**config.mk**
```make
export PLATFORM = sky130hd
export DESIGN_NAME = bfsp_relax
export DESIGN_NICKNAME = d
export VERILOG_FILES = /design/src/sv/bellman_ford_shortest_path_top_defines.svh /design/src/sv/bfsp_pkg.sv /design/src/sv/bfsp_relax.sv
export SDC_FILE = /design/constraint.sdc
export NUM_CORES = 2
export LEC_CHECK = 0
export ABC_AREA = 0
export BUFFER_PORTS_ARGS = -buffer_cell sky130_fd_sc_hd__buf_2
export CAP_MARGIN = 20
export CORE_MARGIN = 5
export CORE_UTILIZATION = 50
export CTS_CLUSTER_DIAMETER = 40
export DETAILED_ROUTE_END_ITERATION = 10
export MAX_ROUTING_LAYER = met4
export PLACE_DENSITY = 0.72
export SLEW_MARGIN = 20
export SYNTH_ARGS = -nofsm -noshare
export SYNTH_HDL_FRONTEND = slang
export SYNTH_SLANG_ARGS = --single-unit
```
**constraint.sdc**
```tcl
create_clock -name clk -period 13.75 [get_ports clk]
set_input_delay 2.75 -clock clk [delete_from_list [all_inputs] [get_ports clk]]
set_output_delay 2.75 -clock clk [all_outputs]
set_load 0.03 [all_outputs]
```
**src/sv/bellman_ford_shortest_path_top_defines.svh**
```systemverilog
// assertion macros for the shortest path engine
// used by bellman_ford_shortest_path_top only
`ifndef BELLMAN_FORD_SHORTEST_PATH_TOP_DEFINES_SVH
`define BELLMAN_FORD_SHORTEST_PATH_TOP_DEFINES_SVH
// implication checked on every clock edge outside reset
`define BFSP_ASSERT(label, ante, cons, msg) \
  label: assert property (@(posedge clk) disable iff (!rst_n) (ante) |-> (cons)) \
    else $error(msg);
// next-cycle implication
`define BFSP_ASSERT_NXT(label, ante, cons, msg) \
  label: assert property (@(posedge clk) disable iff (!rst_n) (ante) |=> (cons)) \
    else $error(msg);
`endif

```
**src/sv/bfsp_pkg.sv**
```systemverilog
// shared types and constants of the shortest path engine
// no dependencies
`timescale 1ns / 1ps
`default_nettype none
package bfsp_pkg;
  localparam int MaxVertices = 64;
  localparam int MaxEdges = 256;
  localparam int WeightBits = 16;
  localparam int VBits = 6;
  localparam int EBits = 8;
  localparam logic signed [31:0] DistInf = 32'sd999999999;

  typedef enum logic [1:0] {
    KIND_ADD = 2'd0,
    KIND_CLEAR = 2'd1,
    KIND_SOLVE = 2'd2,
    KIND_NONE = 2'd3
  } kind_t;

  typedef struct packed {
    logic [VBits-1:0] tail;
    logic [VBits-1:0] head;
    logic signed [WeightBits-1:0] wt;
  } edge_t;

  // saturate a 34-bit sum into 32 signed bits
  function automatic logic signed [31:0] sat32(input logic signed [33:0] x);
    logic signed [31:0] r;
    begin
      if (x > 34'sd2147483647) r = 32'sh7fffffff;
      else if (x < -34'sd2147483648) r = 32'sh80000000;
      else r = x[31:0];
      return r;
    end
  endfunction
endpackage
`default_nettype wire

```
**src/sv/bfsp_relax.sv**
```systemverilog
// relaxation datapath: distance / predecessor memories with read-modify-write
// depends on bfsp_pkg
`timescale 1ns / 1ps
`default_nettype none
module bfsp_relax (
  input  wire logic clk,
  // init write port
  input  wire logic init_we,
  input  wire logic [bfsp_pkg::VBits-1:0] init_addr,
  input  wire logic signed [31:0] init_dist,
  // edge step (edge data valid this cycle)
  input  wire logic edge_vld,
  input  wire bfsp_pkg::edge_t edge_in,
  input  wire logic relax_en,
  // read port for results
  input  wire logic [bfsp_pkg::VBits-1:0] rd_addr,
  output logic signed [31:0] rd_dist,
  output logic [6:0] rd_pred,
  output logic improve
);
  logic signed [31:0] dist_mem [bfsp_pkg::MaxVertices];
  logic [6:0] pred_mem [bfsp_pkg::MaxVertices];
  logic signed [31:0] da_r, db_r;
  bfsp_pkg::edge_t e_r;
  logic s1_r;
  logic signed [33:0] cand;
  logic better;
  logic wr_en;
  logic [bfsp_pkg::VBits-1:0] b_addr;

  // second distance port serves the edge head while an edge is valid, the result read otherwise
  assign b_addr = edge_vld ? edge_in.head : rd_addr;
  assign rd_dist = db_r;

  // stage 1: read both endpoints, stage 2: compare and write back
  always_ff @(posedge clk) begin
    da_r <= dist_mem[edge_in.tail];
    db_r <= dist_mem[b_addr];
    e_r <= edge_in;
    s1_r <= edge_vld;
    rd_pred <= pred_mem[rd_addr];
  end

  // the sequencer lets each edge write back before it issues the next, so no overlap
  assign cand = 34'(da_r) + 34'(e_r.wt);
  assign better = 34'(db_r) > cand;
  assign improve = s1_r && better;
  assign wr_en = improve && relax_en;

  always_ff @(posedge clk) begin
    if (init_we) begin
      dist_mem[init_addr] <= init_dist;
      pred_mem[init_addr] <= 7'd0;
    end else if (wr_en) begin
      dist_mem[e_r.head] <= bfsp_pkg::sat32(cand);
      pred_mem[e_r.head] <= {1'b1, e_r.tail};
    end
  end
endmodule
`default_nettype wire
```
==> summary.txt <==
STA
  • Clk_skew: 0.0799 ns
  • Hold Vio Cnt, Final: 0
  • Final setup fails: 0
  • Final TNS setup: 0 ns
  • Final period util: 65.3%
  • Tightest Pin Transition: 1.41 ns
  • Max Slew Vio Count: 0
  • Setup WS post-layout: 4.77 ns
  • Max_slew headroom: 4.80%
  • Unrepaired setup endpoints after global routing: no
  • Final Critical Period: 8.98 ns
  • Max Fclk: 0.111 GHz

CTS
  • Clock Tree Root: clkbuf_16
  • Htree depth: 5
  • Clock transition at path regs: 0.06 ns
  • Clk Latency, worst-skew pair: 0.97 ns
  • Resized Gates After CTS: 0
  • CTS Sinks: 2596
  • # hold bufs at CTS: 0
  • CTS tree: done
  • CTS Buf Count: 359
  • Setup Buffers After CTS: 0
  • Longest Clk Path Bufs: 4

Run
  • # Max-Cap Violations: 0

Yosys
  • Top cells by area, synth: edfxtp_1, mux4_2, dfxtp_1
  • Post-synth ARST share: 0%
  • Seq cells post-synth: 2596
  • Register area share after synthesis: 65.9%
  • Most frequent cells after synthesis: edfxtp_1, mux4_2, nand2_1
  • Most numerous cell in the Yosys netlist: edfxtp_1
  • EDFF count, synth: 2496
  • Synth Warn #: 0
  • Synth Instances: 5700
  • Cell taking the most area after synthesis: edfxtp_1
  • Synth Flop Type: edfxtp_1
  • Post-Syn Area: 0.117 sq mm
  • Unique masters post-synth: 67
  • Top cell type's share of synthesized area: 64.1%
  • Avg Inst Size Synth: 20.5 sq um
  • Syn_nets: 5840

Setup path
  • Reg2reg end: dist_mem[6][3]
  • R2r setup slk: 4.96 ns
  • Type of origin of the critical path: flop
  • Cells on worst reg2reg path: 21
  • R2R Path Start: e_r[15]
  • CP Capture Point: improve
  • Worst setup startpoint: e_r[15]
  • Worst path arrival time: 6.23 ns
  • Crit end category: primary output
  • Critical path required time: 11.00 ns
  • Critical Path Fanout Max: 17
  • Critical path class: reg -> out

Floorplan
  • Die ar.: 0.243 sq mm
  • Starting Density: 50.2%
  • I/O pin count: 116
  • # rows: 177
  • Core region area: 0.233 sq mm
  • Die span in x: 493 um
  • Die H: 493 um

Placed design
  • HPWL Detailed: 211 mm
  • Final GP Congestion: 0.912
  • Pre-CTS setup slack: 4.92 ns
  • Buffers on Ports: 115
  • Placed Area: 0.122 sq mm

Finish
  • Layout cells sized above 1: 37.9%
  • Fin util: 57.7%
  • Final Net Count: 6075
  • Final Instance Area: 0.134 sq mm
  • Syn-to-layout area delta: 14.9%

Hold path
  • Hold Path Class: reg -> reg

Drt
  • WL/cell: 38.6 um
  • Drt drc: 0
  • Post-DRT Antenna Nets: 0
  • DR vias: 67100
  • Total wire length: 360 mm
  • 1st-iter DRT viols: 10800
  • Vias per inst: 7.20
  • Drt pass-1 iters: 6

Pwr
  • Power Internal: 0.0153 W
  • Clk pwr share: 44.4%
  • Sw Pwr: 0.00516 W
  • Sw Share: 25.3%
  • Pwr dens: 152 mW/mm^2
  • Reported leakage power: 41.3 nW
  • Power Total: 0.0204 W
  • VDD IR max: 0.127 mV
  • Sequential power share: 44.4%
  • Comb pwr share: 11.2%

Global route
  • Antenna violations before repair: 30
  • First-pass GRT wire length: 509 mm
  • Global route overflow: 0
  • Total track usage: 30.4%
  • Vias in the first global route: 66700
  • Largest net degree at the start of global routing: 122

Run status
  • Status: complete, no violations
## power by group through the flow
stage | Combinational (W) | Clock (W) | Sequential, W
2_1_floorplan | 0.00135 | 0 | 0.00924
3_3_place_gp | 0.00222 | 0 | 0.00921
3_5_place_dp | 0.00225 | 0 | 0.00922
4_1_cts | 0.00226 | 0.00913 | 0.00906
5_1_grt | 0.00241 | 0.00953 | 0.00906
6_report | 0.00229 | 0.00907 | 0.00906
## routing by layer
| metal | vias to the layer above | share of wire (%) | global-route usage [%] |
|---|---|---|---|
| li1 | 25300 | - | - |
| met1 | 35300 | 36 | 41.0 |
| met2 | 5695 | 44 | 42.4 |
| met4 | 0 | 4.8 | 12.4 |
| met5 | - | 0 | - |
| met3 | 836 | 15 | 11.0 |
## worst max-delay path, stage by stage (launching register included)
cell and delay [ns]:
dfxtp_1 0.88, ha_1 0.47, a21o_1 0.21, a21o_1 0.19, a21oi_1 0.17, a21oi_1 0.11
o31ai_1 0.24, nand2_1 0.19, a21boi_0 0.49, xnor2_1 0.29, inv_1 0.09, ha_1 0.32
nand4_1 0.14, nor3_1 0.32, inv_1 0.12, a211oi_2 0.32, o21ai_1 0.19, a21oi_1 0.30
buf_2 0.26
## stage by stage
stage / cells / hold WS, ns
floorplan: 5700 / 0.913
global placement: 8605 / 0.951
detailed placement: 8613 / 0.976
CTS: 9254 / 0.991
global route: 9307 / 0.948
finish: 9312 / 0.893
## area by class of cell
class / count / area [sq um]
Antenna cell: 54 / 135
Clock buffer: 403 / 9360
Clock inverter: 238 / 2400
Fill cell: 16500 / 98300
Inverter: 51 / 191
Multi-Input combinational cell: 2625 / 39100
Sequential cell: 2596 / 77000
Tap cell: 3043 / 3810
Timing Repair Buffer: 302 / 2380
## placed cells by master (no fill, tap or decap), types with 33 or more instances in the layout
master      Yosys  routed
inv_6           0      48
a21oi_1       111     109
ha_1           63      63
diode_2         0      54
mux4_2       1319    1319
inv_1          51      51
nand2_1       307     307
and2_1        132     131
nor2_4          0      64
buf_4           1     166
dfxtp_1       100     100
edfxtp_1     2496    2496
a31oi_1        70      70
clkinvlp_4      0      41
clkinv_4        0      33
a311oi_1       64      62
buf_2          75     107
clkinv_2        0      39
a211oi_1      164     164
clkbuf_16       0     363
## sequential cells by signal, summed over array words and instances (netlist names)
signal,count
rd_pred,7
s1_r,1
dist_mem,2048
e_r,28
rd_dist,32
da_r,32
pred_mem,448
## worst min path at each step
| stage | cells past startpoint | slack, ns | from | end |
|---|---|---|---|---|
| floorplan | 5 | 0.91 | dist_mem[51][31] | rd_dist[31] |
| global placement | 2 | 0.95 | e_r[27] | pred_mem[53][5] |
| detailed placement | 2 | 0.98 | e_r[24] | pred_mem[55][2] |
| CTS | 5 | 0.99 | dist_mem[35][3] | rd_dist[3] |
| global route | 1 | 0.95 | e_r[23] | pred_mem[8][1] |
| finish | 1 | 0.89 | e_r[23] | pred_mem[8][1] |
## cells by family (layout without fill, tap and decap cells)
logic type | after synthesis | count (layout) | synth area share (%)
other | 0 | 54 | 0
adders and majority gates | 65 | 65 | 0.700
buffers and inverters | 479 | 994 | 1.64
muxes | 1360 | 1360 | 25.9
AOI/OAI and AO/OA | 534 | 534 | 3.16
DFF | 2596 | 2596 | 65.9
and+or+nand+nor | 640 | 640 | 2.58
xor gates and xnor gates | 26 | 26 | 0.207
No activity file was read; power rests on OpenSTA's default activity.
